<file path="config.mk">
export PLATFORM = sky130hd
export DESIGN_NAME = client_server_time_sync_core
export DESIGN_NICKNAME = d
export VERILOG_FILES = /design/src/hdl/csts_pkg.sv /design/src/hdl/client_server_time_sync_core.sv /design/src/hdl/csts_cfg.sv /design/src/hdl/csts_calc.sv
export SDC_FILE = /design/constraint.sdc
export NUM_CORES = 1
export LEC_CHECK = 0
export BUFFER_PORTS_ARGS = -buffer_cell sky130_fd_sc_hd__buf_2
export CELL_PAD_IN_SITES_DETAIL_PLACEMENT = 2
export CELL_PAD_IN_SITES_GLOBAL_PLACEMENT = 2
export CORE_MARGIN = 2
export CORE_UTILIZATION = 42
export DETAILED_ROUTE_END_ITERATION = 8
export PLACE_DENSITY = 0.88
export SLEW_MARGIN = 10
export SYNTH_ARGS = -nofsm -noshare
export SYNTH_HDL_FRONTEND = slang
export SYNTH_HIERARCHICAL = 1
export SYNTH_SLANG_ARGS = --single-unit
export TNS_END_PERCENT = 50
</file>
<file path="constraint.sdc">
create_clock -name clk -period 17.7 [get_ports clk]
set_input_delay 0.885 -clock clk [delete_from_list [all_inputs] [get_ports clk]]
set_output_delay 0.885 -clock clk [all_outputs]
set_load 0.005 [all_outputs]
</file>
<file path="src/hdl/csts_pkg.sv">
`timescale 1ns / 1ps
// ----------------------------------------------------------------------------
// Client/server time sync package
// Shared types, codes and reset values of the remote clock tracker.
// ----------------------------------------------------------------------------
package csts_pkg;

	typedef enum logic {
		CMD_FRAME = 1'b0,
		CMD_FIRST = 1'b1
	} cmd_t;

	typedef enum logic [2:0] {
		ADJ_NONE  = 3'd0,
		ADJ_RESET = 3'd1,
		ADJ_HALVE = 3'd2,
		ADJ_FWD   = 3'd3,
		ADJ_BACK  = 3'd4,
		ADJ_HELD  = 3'd5
	} adj_t;

	typedef enum logic [2:0] {
		REG_RESET_THR = 3'd0,
		REG_FAST_THR  = 3'd1,
		REG_NUDGE     = 3'd2,
		REG_DRIFT_EN  = 3'd3,
		REG_REPLAY    = 3'd4,
		REG_FREEZE    = 3'd5
	} reg_idx_t;

	localparam int unsigned CFG_DATA_W = 16;

	localparam logic [15:0] RESET_THR_RST = 16'd500;
	localparam logic [15:0] FAST_THR_RST  = 16'd100;

	typedef struct packed {
		logic [15:0]       reset_threshold;
		logic [15:0]       fast_threshold;
		logic signed [7:0] time_nudge;
		logic              drift_enabled;
		logic              replay_mode;
		logic              freeze_time;
	} cfg_t;

	typedef struct packed {
		cmd_t        command;
		logic [30:0] local_time;
		logic [30:0] snapshot_time;
		logic        new_snapshot;
		logic        snapshot_inactive;
		logic        paused;
	} item_t;

	typedef struct packed {
		logic signed [31:0] time_offset;
		logic [30:0]        last_output_time;
		logic [30:0]        last_frame_snapshot_time;
		logic               extrapolated_flag;
		logic               active_flag;
	} state_t;

	typedef struct packed {
		logic [30:0]        server_time;
		logic signed [31:0] offset_out;
		adj_t               adjust_kind;
		logic               extrapolating;
		logic               order_error;
		logic               active;
	} result_t;

endpackage

</file>
<file path="src/hdl/client_server_time_sync_core.sv">
`timescale 1ns / 1ps
// ----------------------------------------------------------------------------
// Client/server time sync core
// Tracks a remote server clock from snapshot time stamps, one frame a request.
// ----------------------------------------------------------------------------
// Requests arrive on the in_valid/in_ready channel: a frame tick or the first
// snapshot, with local time, snapshot time and status bits. Every request
// gives exactly one result on the out_valid/out_ready channel: the estimated
// server time, the current offset, the kind of offset adjustment made, and
// the extrapolation, ordering and activity flags.
// A request is captured in an input register and the result is computed
// combinationally into an output register, which raises out_valid; the
// result stays there until out_ready takes it.
// One request is taken every cycle while the receiver does not stall; the
// offset and last output time update as the result is registered.
// When the receiver stalls, the result is held in the output register, the
// captured request waits in the input register, and in_ready falls only once
// both are full. The configuration registers are written through the plain
// write port and should be changed only while no request is in flight.
// Reset clears the tracker to inactive with a zero offset, empties both
// registers and restores the register defaults.
// ----------------------------------------------------------------------------
module client_server_time_sync_core (
	input  logic                                  clk,
	input  logic                                  arst_n,
	input  logic                                  cfg_we,
	input  logic [2:0]                            cfg_index,
	input  logic [csts_pkg::CFG_DATA_W-1:0]       cfg_data,
	input  logic                                  in_valid,
	output logic                                  in_ready,
	input  logic                                  command,
	input  logic [30:0]                           local_time,
	input  logic [30:0]                           snapshot_time,
	input  logic                                  new_snapshot,
	input  logic                                  snapshot_inactive,
	input  logic                                  paused,
	output logic                                  out_valid,
	input  logic                                  out_ready,
	output logic [30:0]                           server_time,
	output logic signed [31:0]                    offset_out,
	output logic [2:0]                            adjust_kind,
	output logic                                  extrapolating,
	output logic                                  order_error,
	output logic                                  active
);

	csts_pkg::cfg_t    cfg;
	csts_pkg::item_t   item_s1;
	logic              valid_s1;
	csts_pkg::state_t  state_q, state_nxt;
	csts_pkg::result_t res_c, res_q;
	logic              out_valid_q;
	logic              advance;

	csts_cfg u_cfg (
		.clk       (clk),
		.arst_n    (arst_n),
		.cfg_we    (cfg_we),
		.cfg_index (cfg_index),
		.cfg_data  (cfg_data),
		.cfg       (cfg)
	);

	csts_calc u_calc (
		.item (item_s1),
		.cfg  (cfg),
		.cur  (state_q),
		.nxt  (state_nxt),
		.res  (res_c)
	);

	assign advance  = valid_s1 && (!out_valid_q || out_ready);
	assign in_ready = !valid_s1 || advance;

	always_ff @(posedge clk or negedge arst_n) begin
		if (!arst_n) begin
			valid_s1 <= 1'b0;
		end else if (in_ready) begin
			valid_s1 <= in_valid;
		end
	end

	always_ff @(posedge clk) begin
		if (in_ready && in_valid) begin
			item_s1.command           <= csts_pkg::cmd_t'(command);
			item_s1.local_time        <= local_time;
			item_s1.snapshot_time     <= snapshot_time;
			item_s1.new_snapshot      <= new_snapshot;
			item_s1.snapshot_inactive <= snapshot_inactive;
			item_s1.paused            <= paused;
		end
	end

	always_ff @(posedge clk or negedge arst_n) begin
		if (!arst_n) begin
			state_q     <= '0;
			out_valid_q <= 1'b0;
		end else begin
			if (advance) begin
				state_q <= state_nxt;
			end
			if (advance) begin
				out_valid_q <= 1'b1;
			end else if (out_ready) begin
				out_valid_q <= 1'b0;
			end
		end
	end

	always_ff @(posedge clk) begin
		if (advance) begin
			res_q <= res_c;
		end
	end

	assign out_valid     = out_valid_q;
	assign server_time   = res_q.server_time;
	assign offset_out    = res_q.offset_out;
	assign adjust_kind   = res_q.adjust_kind;
	assign extrapolating = res_q.extrapolating;
	assign order_error   = res_q.order_error;
	assign active        = res_q.active;

`ifndef SYNTHESIS
	a_active_sticky : assert property (@(posedge clk) disable iff (!arst_n)
		!$fell(state_q.active_flag))
		else $error("active flag dropped");

	a_inactive_quiet : assert property (@(posedge clk) disable iff (!arst_n)
		(out_valid_q && !res_q.active) |->
		(res_q.adjust_kind == csts_pkg::ADJ_NONE && !res_q.extrapolating &&
		 !res_q.order_error))
		else $error("inactive result carries frame information");

	a_reset_time : assert property (@(posedge clk) disable iff (!arst_n)
		(out_valid_q && res_q.adjust_kind == csts_pkg::ADJ_RESET) |->
		(res_q.server_time == state_q.last_output_time &&
		 res_q.offset_out == state_q.time_offset))
		else $error("reset adjustment not reflected in state");

	a_offset_tracks : assert property (@(posedge clk) disable iff (!arst_n)
		out_valid_q |-> (res_q.offset_out == state_q.time_offset &&
		 res_q.active == state_q.active_flag))
		else $error("result offset differs from state");
`endif

endmodule

</file>
<file path="src/hdl/csts_cfg.sv">
`timescale 1ns / 1ps
// ----------------------------------------------------------------------------
// Time sync configuration registers
// Holds the thresholds, nudge and mode bits written through the write port.
// ----------------------------------------------------------------------------
module csts_cfg (
	input  logic                                  clk,
	input  logic                                  arst_n,
	input  logic                                  cfg_we,
	input  logic [2:0]                            cfg_index,
	input  logic [csts_pkg::CFG_DATA_W-1:0]       cfg_data,
	output csts_pkg::cfg_t                        cfg
);

	csts_pkg::cfg_t cfg_q;

	always_ff @(posedge clk or negedge arst_n) begin
		if (!arst_n) begin
			cfg_q.reset_threshold <= csts_pkg::RESET_THR_RST;
			cfg_q.fast_threshold  <= csts_pkg::FAST_THR_RST;
			cfg_q.time_nudge      <= 8'sd0;
			cfg_q.drift_enabled   <= 1'b1;
			cfg_q.replay_mode     <= 1'b0;
			cfg_q.freeze_time     <= 1'b0;
		end else if (cfg_we) begin
			unique case (csts_pkg::reg_idx_t'(cfg_index))
				csts_pkg::REG_RESET_THR: cfg_q.reset_threshold <= cfg_data;
				csts_pkg::REG_FAST_THR:  cfg_q.fast_threshold  <= cfg_data;
				csts_pkg::REG_NUDGE:     cfg_q.time_nudge      <= cfg_data[7:0];
				csts_pkg::REG_DRIFT_EN:  cfg_q.drift_enabled   <= cfg_data[0];
				csts_pkg::REG_REPLAY:    cfg_q.replay_mode     <= cfg_data[0];
				csts_pkg::REG_FREEZE:    cfg_q.freeze_time     <= cfg_data[0];
				default: begin
				end
			endcase
		end
	end

	assign cfg = cfg_q;

endmodule

</file>
<file path="src/hdl/csts_calc.sv">
`timescale 1ns / 1ps
// ----------------------------------------------------------------------------
// Time sync frame calculation
// Works out the next tracker state and the result for one request.
// ----------------------------------------------------------------------------
module csts_calc (
	input  csts_pkg::item_t   item,
	input  csts_pkg::cfg_t    cfg,
	input  csts_pkg::state_t  cur,
	output csts_pkg::state_t  nxt,
	output csts_pkg::result_t res
);

	localparam logic signed [33:0] T31_MAX  = 34'sh0_7FFF_FFFF;
	localparam logic signed [33:0] S32_MAX  = 34'sh0_7FFF_FFFF;
	localparam logic signed [33:0] S32_MIN  = -34'sh0_8000_0000;
	localparam logic signed [7:0]  NUDGE_HI = 8'sd30;
	localparam logic signed [7:0]  NUDGE_LO = -8'sd30;
	localparam logic signed [33:0] NEAR_MARGIN = 34'sd5;

	function automatic logic signed [31:0] sat32(input logic signed [33:0] v);
		logic signed [31:0] r;
		if (v > S32_MAX) begin
			r = S32_MAX[31:0];
		end else if (v < S32_MIN) begin
			r = S32_MIN[31:0];
		end else begin
			r = v[31:0];
		end
		return r;
	endfunction

	logic signed [33:0] loc_w, snap_w, off_w, nudge_w;
	logic signed [33:0] base_w, raw_w, nd_w, diff_w, abs_w, hsum_w;
	logic signed [7:0]  nudge_c;
	logic [30:0]        clamp_t, mono_t, st;
	logic               near, extr, oerr, ext_nxt;
	csts_pkg::adj_t     kind;

	always_comb begin
		loc_w  = {3'b000, item.local_time};
		snap_w = {3'b000, item.snapshot_time};
		off_w  = {{2{cur.time_offset[31]}}, cur.time_offset};

		if (cfg.time_nudge > NUDGE_HI) begin
			nudge_c = NUDGE_HI;
		end else if (cfg.time_nudge < NUDGE_LO) begin
			nudge_c = NUDGE_LO;
		end else begin
			nudge_c = cfg.time_nudge;
		end
		nudge_w = {{26{nudge_c[7]}}, nudge_c};

		base_w = loc_w + off_w;
		raw_w  = base_w - nudge_w;
		if (raw_w < 34'sd0) begin
			clamp_t = '0;
		end else if (raw_w > T31_MAX) begin
			clamp_t = T31_MAX[30:0];
		end else begin
			clamp_t = raw_w[30:0];
		end
		mono_t = (clamp_t < cur.last_output_time) ? cur.last_output_time : clamp_t;
		near   = base_w >= (snap_w - NEAR_MARGIN);

		nd_w   = snap_w - loc_w;
		diff_w = nd_w - off_w;
		abs_w  = diff_w[33] ? -diff_w : diff_w;
		hsum_w = off_w + nd_w;
	end

	always_comb begin
		nxt     = cur;
		st      = cur.last_output_time;
		kind    = csts_pkg::ADJ_NONE;
		extr    = 1'b0;
		oerr    = 1'b0;
		ext_nxt = cur.extrapolated_flag;

		if (item.command == csts_pkg::CMD_FIRST) begin
			if (!item.snapshot_inactive && !cur.active_flag) begin
				nxt.active_flag      = 1'b1;
				nxt.time_offset      = nd_w[31:0];
				nxt.last_output_time = item.snapshot_time;
				st                   = item.snapshot_time;
			end
		end else if (cur.active_flag && !item.paused) begin
			oerr = item.snapshot_time < cur.last_frame_snapshot_time;
			nxt.last_frame_snapshot_time = item.snapshot_time;

			if (!(cfg.replay_mode && cfg.freeze_time)) begin
				st                   = mono_t;
				nxt.last_output_time = mono_t;
				if (near) begin
					ext_nxt = 1'b1;
					extr    = 1'b1;
				end
			end

			if (item.new_snapshot && !cfg.replay_mode) begin
				if (abs_w > {18'd0, cfg.reset_threshold}) begin
					nxt.time_offset      = nd_w[31:0];
					nxt.last_output_time = item.snapshot_time;
					st                   = item.snapshot_time;
					kind                 = csts_pkg::ADJ_RESET;
				end else if (abs_w > {18'd0, cfg.fast_threshold}) begin
					nxt.time_offset = sat32(hsum_w >>> 1);
					kind            = csts_pkg::ADJ_HALVE;
				end else if (cfg.drift_enabled) begin
					if (ext_nxt) begin
						ext_nxt         = 1'b0;
						nxt.time_offset = sat32(off_w - 34'sd2);
						kind            = csts_pkg::ADJ_BACK;
					end else begin
						nxt.time_offset = sat32(off_w + 34'sd1);
						kind            = csts_pkg::ADJ_FWD;
					end
				end else begin
					kind = csts_pkg::ADJ_HELD;
				end
			end
			nxt.extrapolated_flag = ext_nxt;
		end

		res.server_time   = st;
		res.offset_out    = nxt.time_offset;
		res.adjust_kind   = kind;
		res.extrapolating = extr;
		res.order_error   = oerr;
		res.active        = nxt.active_flag;
	end

endmodule
</file>
==> results.sh, run 1 <==
export IMPL_rr_worst_depth=37
export IMPL_nets=3689
export IMPL_route_met3_wl_um=5960
export IMPL_die_area_mm2=0.0693
export IMPL_routabilityCongestion=0.964
export IMPL_dpl_hpwl_um=91800
export IMPL_worstSetupEndpointType="flop"
export IMPL_synth_ff_latch_count=276
export IMPL_period_minus_slack_ns=11.82
export IMPL_tightest_slew_ns=1.22
export IMPL_hold_class="in2async"
export IMPL_critical_path_max_stage_delay_ns=0.81
export IMPL_grt_overflow_total=0
export IMPL_grt_pass1_vias=30500
export IMPL_wl_met1_um=49800
export IMPL_max_freq_ghz=0.0846
export IMPL_finalHoldViolations=0
export IMPL_skew_ns=0.0252
export IMPL_start_util=0.422
export IMPL_routed_via_count=27200
export IMPL_cts_tree="yes"
export IMPL_yosysWarnings=6
export IMPL_mostFrequentLayoutCells="ha_1, inv_1, nand2_1, o21ai_0, nor2_1"
export IMPL_wl_met2_um=59900
export IMPL_multi_input_area_mm2=0.0185
export IMPL_die_height_um=263
export IMPL_fp_dieW_um=263
export IMPL_antenna_found_initial=4
export IMPL_clk_path_buf_depth=3
export IMPL_grt_max_degree=86
export IMPL_mostFrequentLayoutCell="ha_1"
export IMPL_startpoint_type="flop"
export IMPL_status="completed"
export IMPL_first_pass_iters=5
export IMPL_ctsHoldBuffers=0
export IMPL_clk_latency_ns=0.57
export IMPL_rows=95
export IMPL_grt_pass1_wl_um=187000
export IMPL_netlist_instances=3284
export IMPL_synth_area_mm2=0.0282
export IMPL_critPathRequiredTime_ns=18.19
export IMPL_synth_edff_count=135
export IMPL_worst_ep_arrival_time_ns=12.31
export IMPL_ys_types=109
export IMPL_grtUsageTotal=0.347
export IMPL_ant_nets=0
export IMPL_async_flop_share=0.511
export IMPL_drt_wl_total_um=123000
export IMPL_relSlewSlack=0.185
export IMPL_ys_seq_area_frac=0.269
export IMPL_critPathKind="reg2reg"
export IMPL_cts_sinks=276
export IMPL_htreeDepth=2
export IMPL_io_pins=161
export IMPL_layout_drive_gt1_share=0.142
export IMPL_setup_viol=0
export IMPL_drc=0
export IMPL_crit_path_top_delay_cell="o31a_1"
export IMPL_grt_setup_unrepaired="false"
export IMPL_crit_fanout=40
export IMPL_synth_net_count=3669
export IMPL_cts_buffers=36
export IMPL_cts_resized=0
export IMPL_maxCapViolCount=0
export IMPL_clk_transition_reported_paths_ns=0.06
export IMPL_cpMostUsedCell="a21oi_1"
export IMPL_nFillCells=7328
export IMPL_fin_crit_sh=0.668
export IMPL_fin_setup_tns_ns=0
export IMPL_register_area_mm2=0.00759
export IMPL_synth_top_flop_cell="edfxtp_1"
export IMPL_port_buffers=160
export IMPL_clockRootBuffer="clkbuf_16"
export IMPL_syn_avg_cell_area_um2=8.59
export IMPL_core_mm2=0.0668
export IMPL_viasPerCell=6.47
export IMPL_slew_violations=0
export IMPL_antennaDiodeCount=0
export IMPL_drt_iter0_markers=1971
export IMPL_cts_setup_buffers=0
export IMPL_dr_max_layer_used="met5"
export IMPL_wl_per_cell_um=29.2
export IMPL_area_delta_synth_final_pct=8.60
[kinds of logic (layout without fill, tap and decap cells)]
family,after synthesis,count (layout),share of synthesized area
mux,171,171,0.0711
simple gates,894,894,0.161
flops,276,276,0.269
fa+ha+maj,296,296,0.133
buf+inv,498,546,0.0782
xor+xnor,180,180,0.0559
compound gates,969,969,0.232
[registers in the layout, summed over array words and instances (netlist names), 3 cells and up]
name	cells
adjust_kind	3
item_s1	66
offset_out	32
server_time	31
state_q	96
u_cfg/cfg	43
[cell type report]
| type | count | share of cell area |
|---|---|---|
| Multi-Input combinational cell | 2510 | 0.604 |
| Sequential cell | 276 | 0.248 |
| Timing Repair Buffer | 200 | 0.0363 |
| Tap cell | 873 | 0.0357 |
| Clock buffer | 52 | 0.0354 |
| Inverter | 280 | 0.0343 |
| Clock inverter | 14 | 0.00617 |
[stage by stage]
| step | cells | area [um2] | worst slack (ns) | util | hold WS, ns |
|---|---|---|---|---|---|
| after floorplan | 3284 | 28200 | 8.99 | - | 0.479 |
| after global placement | 4138 | 29400 | 6.81 | 0.439 | 0.486 |
| after detailed placement | 4138 | 29400 | 6.33 | 0.439 | 0.496 |
| after CTS | 4204 | 30600 | 6.13 | 0.458 | 0.469 |
| after global routing | 4205 | 30600 | 5.32 | 0.459 | 0.481 |
| final | 4205 | 30600 | 5.88 | 0.459 | 0.457 |
[Yosys cell counts (25+ instances only)]
cell type / n / area, um2
ha_1: 290 / 3630
nand3_1: 61 / 305
clkbuf_1: 118 / 443
nand4_1: 46 / 288
buf_4: 68 / 510
a21o_1: 94 / 706
a22oi_1: 28 / 210
edfxtp_1: 135 / 4050
o21a_1: 49 / 368
xnor2_1: 130 / 1140
mux2_2: 118 / 1330
nor2_1: 193 / 724
a21oi_1: 175 / 876
nor4_1: 28 / 175
a221oi_1: 40 / 350
o211ai_1: 61 / 458
nor3_1: 104 / 521
mux2_4: 29 / 435
nand2b_1: 34 / 213
a31oi_1: 34 / 213
o21ai_0: 227 / 1140
xor2_1: 50 / 438
nor2b_1: 35 / 219
a211oi_1: 25 / 188
inv_1: 276 / 1040
nand2_1: 237 / 890
dfrtp_1: 131 / 3280
[critical path, delay by kind of cell (launching register included)]
kind                       cells  cell delay [ns]
buffers and inverters          1             0.59
adders and majority gates      3             1.07
and+or+nand+nor                5             0.91
xor gates and xnor gates       2             0.57
AOI/OAI and AO/OA             25             7.73
muxes                          1             0.26
DFF                            1             0.55
[per-layer routing]
metal | track usage | vias to the layer above
li1 | - | 12100
met1 | 0.415 | 13800
met2 | 0.604 | 947
met3 | 0.0464 | 354
met4 | 0.187 | 6
met5 | 0 | -
[worst paths after layout]
kind,start,slack [ns],endpoint
setup reg to reg,item_s1[4],5.88,state_q[42]
setup / recovery,item_s1[4],5.88,state_q[42]
max in group asynchronous,arst_n,15.88,u_cfg/cfg[40]
min in group clk,snapshot_time[17],0.50,item_s1[20]
hold reg to reg,state_q[5],0.51,state_q[5]
hold / removal,arst_n,0.46,state_q[33]
Power of run 1 is left out: the tool's default activity adds up to more than one toggle a clock period on the data nets, which glitch-free logic cannot reach.
==> run 2: changes to the inputs <==
ABC_AREA = 1   (was not set)
CORE_UTILIZATION = 36   (was 42)
PLACE_DENSITY = 0.84   (was 0.88)
clock period = 11.1 ns   (was 17.7 ns; I/O delays follow)
==> run 2 against run 1 <==
Compared with the run above:
- largest cell class unchanged
- critical path depth up 13
- highest routed layer unchanged
- clock-buffer cell count down 4
- flip-flop and latch count unchanged
- the run now ends with negative hold slack left
==> results.sh, run 2 <==
export IMPL_cp_startpoint="item_s1[3]"
export IMPL_area_delta_synth_final_pct=8.04
export IMPL_dpl_cell_area_mm2=0.0313
export IMPL_drt_wl_total_um=137000
export IMPL_critPathKind="reg2reg"
export IMPL_ant_nets=0
export IMPL_crit_path_top_delay_cell="a21boi_0"
export IMPL_final_area_mm2=0.0325
export IMPL_crit_fanout=37
export IMPL_ys_seq_area_frac=0.253
export IMPL_grt_pass1_wl_um=210000
export IMPL_antenna_found_initial=2
export IMPL_synth_top_area_frac=0.166
export IMPL_first_pass_iters=5
export IMPL_cts_buffers=36
export IMPL_grt_max_degree=66
export IMPL_nets=4883
export IMPL_cts_setup_buffers=0
export IMPL_clockRootBuffer="clkbuf_16"
export IMPL_startpoint_type="flop"
export IMPL_io_pins=161
export IMPL_async_flop_share=0.511
export IMPL_worst_ep_arrival_time_ns=10.70
export IMPL_core_mm2=0.0824
export IMPL_clk_transition_reported_paths_ns=0.06
export IMPL_clk_latency_ns=0.57
export IMPL_fp_dieW_um=293
export IMPL_mostFrequentLayoutCells="nand2_1, inv_1, nand3_1, nor2_1, ha_1"
export IMPL_routabilityCongestion=0.994
export IMPL_die_height_um=293
export IMPL_drc=0
export IMPL_grt_setup_unrepaired="false"
export IMPL_syn_avg_cell_area_um2=6.71
export IMPL_grt_pass1_vias=35100
export IMPL_die_area_mm2=0.0858
export IMPL_layout_drive_gt1_share=0.0776
export IMPL_regToRegEndpoint="state_q[95]"
export IMPL_status="finished with violations"
export IMPL_multi_input_area_mm2=0.0191
export IMPL_tightest_slew_ns=1.06
export IMPL_synth_common_cells="nand2_1, inv_1, nand3_1"
export IMPL_netlist_instances=4479
export IMPL_synth_area_mm2=0.0300
export IMPL_max_freq_ghz=0.0974
export IMPL_synth_net_count=4864
export IMPL_r2r_start="item_s1[3]"
export IMPL_nFillCells=10000
export IMPL_synth_edff_count=135
export IMPL_synth_ff_latch_count=276
export IMPL_critPathRequiredTime_ns=11.54
export IMPL_wl_per_cell_um=24.4
export IMPL_maxCapViolCount=0
export IMPL_yosys_area_top_type="nand2_1"
export IMPL_drt_iter0_markers=1847
export IMPL_largest_reg_flops=96
export IMPL_synth_top_flop_cell="edfxtp_1"
export IMPL_yosysWarnings=6
export IMPL_setup_viol=0
export IMPL_viasPerCell=5.73
export IMPL_grt_overflow_total=0
export IMPL_fin_crit_sh=0.925
export IMPL_register_area_mm2=0.00760
export IMPL_grtUsageTotal=0.315
export IMPL_skew_ns=0.0291
export IMPL_rr_worst_depth=50
export IMPL_rows=105
export IMPL_port_buffers=160
export IMPL_relSlewSlack=0.291
export IMPL_critical_path_max_stage_delay_ns=0.51
export IMPL_worstSetupEndpointType="flop"
export IMPL_period_minus_slack_ns=10.27
export IMPL_mostFrequentLayoutCell="nand2_1"
export IMPL_cts_tree="yes"
export IMPL_synth_most_common_cell="nand2_1"
export IMPL_ys_types=66
export IMPL_r2r_setup_slack_ns=0.83
export IMPL_violations="negative hold slack"
export IMPL_clk_path_buf_depth=3
export IMPL_hold_class="in2async"
export IMPL_fin_setup_tns_ns=0
export IMPL_htreeDepth=2
export IMPL_cts_sinks=276
export IMPL_start_util=0.365
export IMPL_top_register="state_q"
export IMPL_dpl_hpwl_um=106000
export IMPL_cpMostUsedCell="nand2_1"
export IMPL_synth_area_leaders="nand2_1, edfxtp_1, ha_1"
export IMPL_finalHoldViolations=6
export IMPL_slew_violations=0
export IMPL_hold_slack_ns=-0.0196
export IMPL_routed_via_count=32100
-- run 2: cell types whose count changed after synthesis, sizes merged, moves of 79 or more --
cell / change
nand2: +1105
nand3: +311
inv: +256
mux2: -148
xnor2: -88
nor2: +116
xor2: +134
a21oi: +79
-- run 2: kinds of logic (layout without fill, tap and decap cells) --
kind of cell    Yosys count  count (layout)  share of synthesized area
other cells               0               1                          0
xor+xnor                226             226                     0.0667
compound gates          652             652                      0.124
simple gates           2258            2258                      0.320
fa+ha+maj               295             295                      0.124
flops                   276             276                      0.253
buf+inv                 772             818                      0.112
-- run 2: worst max-delay path: cells and delay by family (launching register included) --
family                   cells  cell delay, ns
buffers and inverters        7            1.93
flip-flops                   1            0.43
XOR/XNOR                     2            0.54
adder cells (fa/ha/maj)      4            1.36
AO/OA/AOI/OAI               17            3.40
AND/OR/NAND/NOR             20            2.42
-- run 2: layer usage --
layer | wire length (um) | track usage | part of all wire
met1 | 58300 | 0.389 | 0.43
met5 | 13 | 0 | 0.000095
met3 | 5740 | 0.0337 | 0.042
met4 | 5520 | 0.120 | 0.040
met2 | 67200 | 0.560 | 0.49
-- run 2: what timing repair did --
| item | in CTS | in global routing |
|---|---|---|
| setup endpoints to repair | 0 | 4 |
| gates resized for setup | 0 | 2 |
| hold buffers | 0 | 0 |
-- run 2: metrics by stage --
step / util / instances / setup slack [ns]
2_1_floorplan: - / 4479 / 3.51
3_3_place_gp: 0.379 / 5530 / 1.28
3_5_place_dp: 0.379 / 5530 / 0.835
4_1_cts: 0.394 / 5595 / 0.753
5_1_grt: 0.394 / 5595 / 0.130
6_report: 0.394 / 5596 / 0.834
-- run 2: final cells by class --
cell class,count,area share
multi-input combinational,3431,0.589
sequential,276,0.234
inverter,544,0.0630
tap,1070,0.0413
timing repair buffer,209,0.0362
clock buffer,48,0.0307
clock inverter,17,0.00586
antenna,1,0.0000771
-- run 2: worst max path at each step --
stage / cells after the start / endpoint / slack [ns]
after floorplan: 52 / offset_out[25] / 3.51
after global placement: 47 / offset_out[31] / 1.28
after detailed placement: 49 / state_q[95] / 0.84
after CTS: 50 / state_q[95] / 0.75
after global routing: 50 / state_q[95] / 0.13
final: 50 / state_q[95] / 0.83
Power of run 2 is left out for the same reason.
==> run 3: changes to the inputs <==
CORE_UTILIZATION = 35   (was 36)
PLACE_DENSITY = 0.82   (was 0.84)
==> run 3 against run 2 <==
Compared with the run above:
- the run now ends clean
- core utilization fell by 1.2 points
- clock skew decreased by 0.010 ns
- via count shrank 1.5%
- cell count rose by 1.2%
- routed wire length is 1.7% lower
- critical path type unchanged
- largest cell class unchanged
- highest routed layer unchanged
==> results.sh, run 3 (synthesis gave the netlist of run 2 again) <==
export IMPL_status="completed"
export IMPL_r2r_setup_slack_ns=0.97
export IMPL_grt_setup_unrepaired="false"
export IMPL_maxCapViolCount=0
export IMPL_grt_max_degree=70
export IMPL_grt_pass1_vias=34500
export IMPL_area_delta_synth_final_pct=8.39
export IMPL_drc=0
export IMPL_clk_path_buf_depth=3
export IMPL_routabilityCongestion=0.959
export IMPL_tightest_slew_ns=1.02
export IMPL_cts_tree="yes"
export IMPL_mostFrequentLayoutCells="nand2_1, inv_1, nand3_1, nor2_1, ha_1"
export IMPL_cp_startpoint="item_s1[3]"
export IMPL_cts_buffers=35
export IMPL_cts_resized=0
export IMPL_drt_iter0_markers=1701
export IMPL_grt_pass1_wl_um=207000
export IMPL_hold_class="in2reg"
export IMPL_finalHoldViolations=0
export IMPL_r2r_start="item_s1[3]"
export IMPL_fp_dieW_um=297
export IMPL_cts_setup_buffers=0
export IMPL_critPathRequiredTime_ns=11.59
export IMPL_max_freq_ghz=0.0987
export IMPL_dp_cells=5600
export IMPL_fin_crit_sh=0.912
export IMPL_crit_fanout=37
export IMPL_layout_drive_gt1_share=0.0754
export IMPL_io_pins=161
export IMPL_nets=4879
export IMPL_top_register="state_q"
export IMPL_viasPerCell=5.58
export IMPL_skew_ns=0.0190
export IMPL_startpoint_type="flop"
export IMPL_mostFrequentLayoutCell="nand2_1"
export IMPL_start_util=0.353
export IMPL_dpl_hpwl_um=105000
export IMPL_final_cells=5665
export IMPL_grt_overflow_total=0
export IMPL_critPathKind="reg2reg"
export IMPL_clockRootBuffer="clkbuf_16"
export IMPL_relSlewSlack=0.316
export IMPL_grtUsageTotal=0.299
export IMPL_critical_path_max_stage_delay_ns=0.49
export IMPL_ctsHoldBuffers=1
export IMPL_routed_via_count=31600
export IMPL_wl_per_cell_um=23.7
export IMPL_die_height_um=297
export IMPL_cts_sinks=276
export IMPL_rows=107
export IMPL_cpMostUsedCell="nand2_1"
export IMPL_worstSetupEndpointType="flop"
export IMPL_die_area_mm2=0.0882
export IMPL_worst_ep_arrival_time_ns=10.62
export IMPL_first_pass_iters=5
export IMPL_period_minus_slack_ns=10.13
export IMPL_fin_setup_tns_ns=0
export IMPL_slew_violations=0
export IMPL_ant_nets=0
export IMPL_crit_path_top_delay_cell="xor2_1"
export IMPL_worstHoldStart="snapshot_time[3]"
export IMPL_port_buffers=160
export IMPL_setup_viol=0
export IMPL_drt_wl_total_um=134000
export IMPL_clk_latency_ns=0.56
export IMPL_largest_reg_flops=96
export IMPL_htreeDepth=2
export IMPL_antenna_found_initial=3
export IMPL_core_mm2=0.0851
export IMPL_clk_transition_reported_paths_ns=0.07
==> run 3: path summary, 6_finish.rpt <==
| path | depth (start not counted) | endpoint |
|---|---|---|
| setup / recovery | 47 | state_q[87] |
| hold / removal | 1 | item_s1[6] |
| setup reg to reg | 47 | state_q[87] |
| hold reg to reg | 2 | u_cfg/cfg[16] |
| max in group asynchronous | 3 | state_q[90] |
| min in group asynchronous | 2 | state_q[37] |
==> run 3: critical path: cells and delay by family, from the launching register on <==
kind                       cells  cell delay (ns)
and+or+nand+nor               17             2.01
AOI/OAI and AO/OA             19             4.18
adders and majority gates      4             1.33
xor gates and xnor gates       2             0.74
buffers and inverters          5             1.34
DFF                            1             0.40
==> run 3: through the flow <==
step	worst slack (ns)	area (um2)	hold slack, ns	utilization
final	0.972	32600	0.167	0.382
after detailed placement	1.04	31300	0.459	0.368
after floorplan	3.51	30000	0.259	-
after global placement	1.47	31300	0.451	0.368
after global routing	0.0446	32600	0.150	0.382
after CTS	1.00	32600	0.138	0.382
==> run 3: final cells by class <==
| class | instances | area, um2 |
|---|---|---|
| antenna | 1 | 2.50 |
| clock buffer | 49 | 1000 |
| clock inverter | 14 | 228 |
| fill | 10500 | 52600 |
| inverter | 544 | 2040 |
| multi-input combinational | 3431 | 19100 |
| sequential | 276 | 7600 |
| tap | 1144 | 1430 |
| timing repair buffer | 206 | 1150 |
==> run 3: metal layers <==
metal  track usage  part of all wire  vias up
met4         0.103             0.036        2
met1         0.377              0.43    16000
met2         0.530              0.49      678
met5             0          0.000097        -
met3        0.0298             0.039      205
li1              -                 -    14700
Power of run 3 is left out for the same reason.
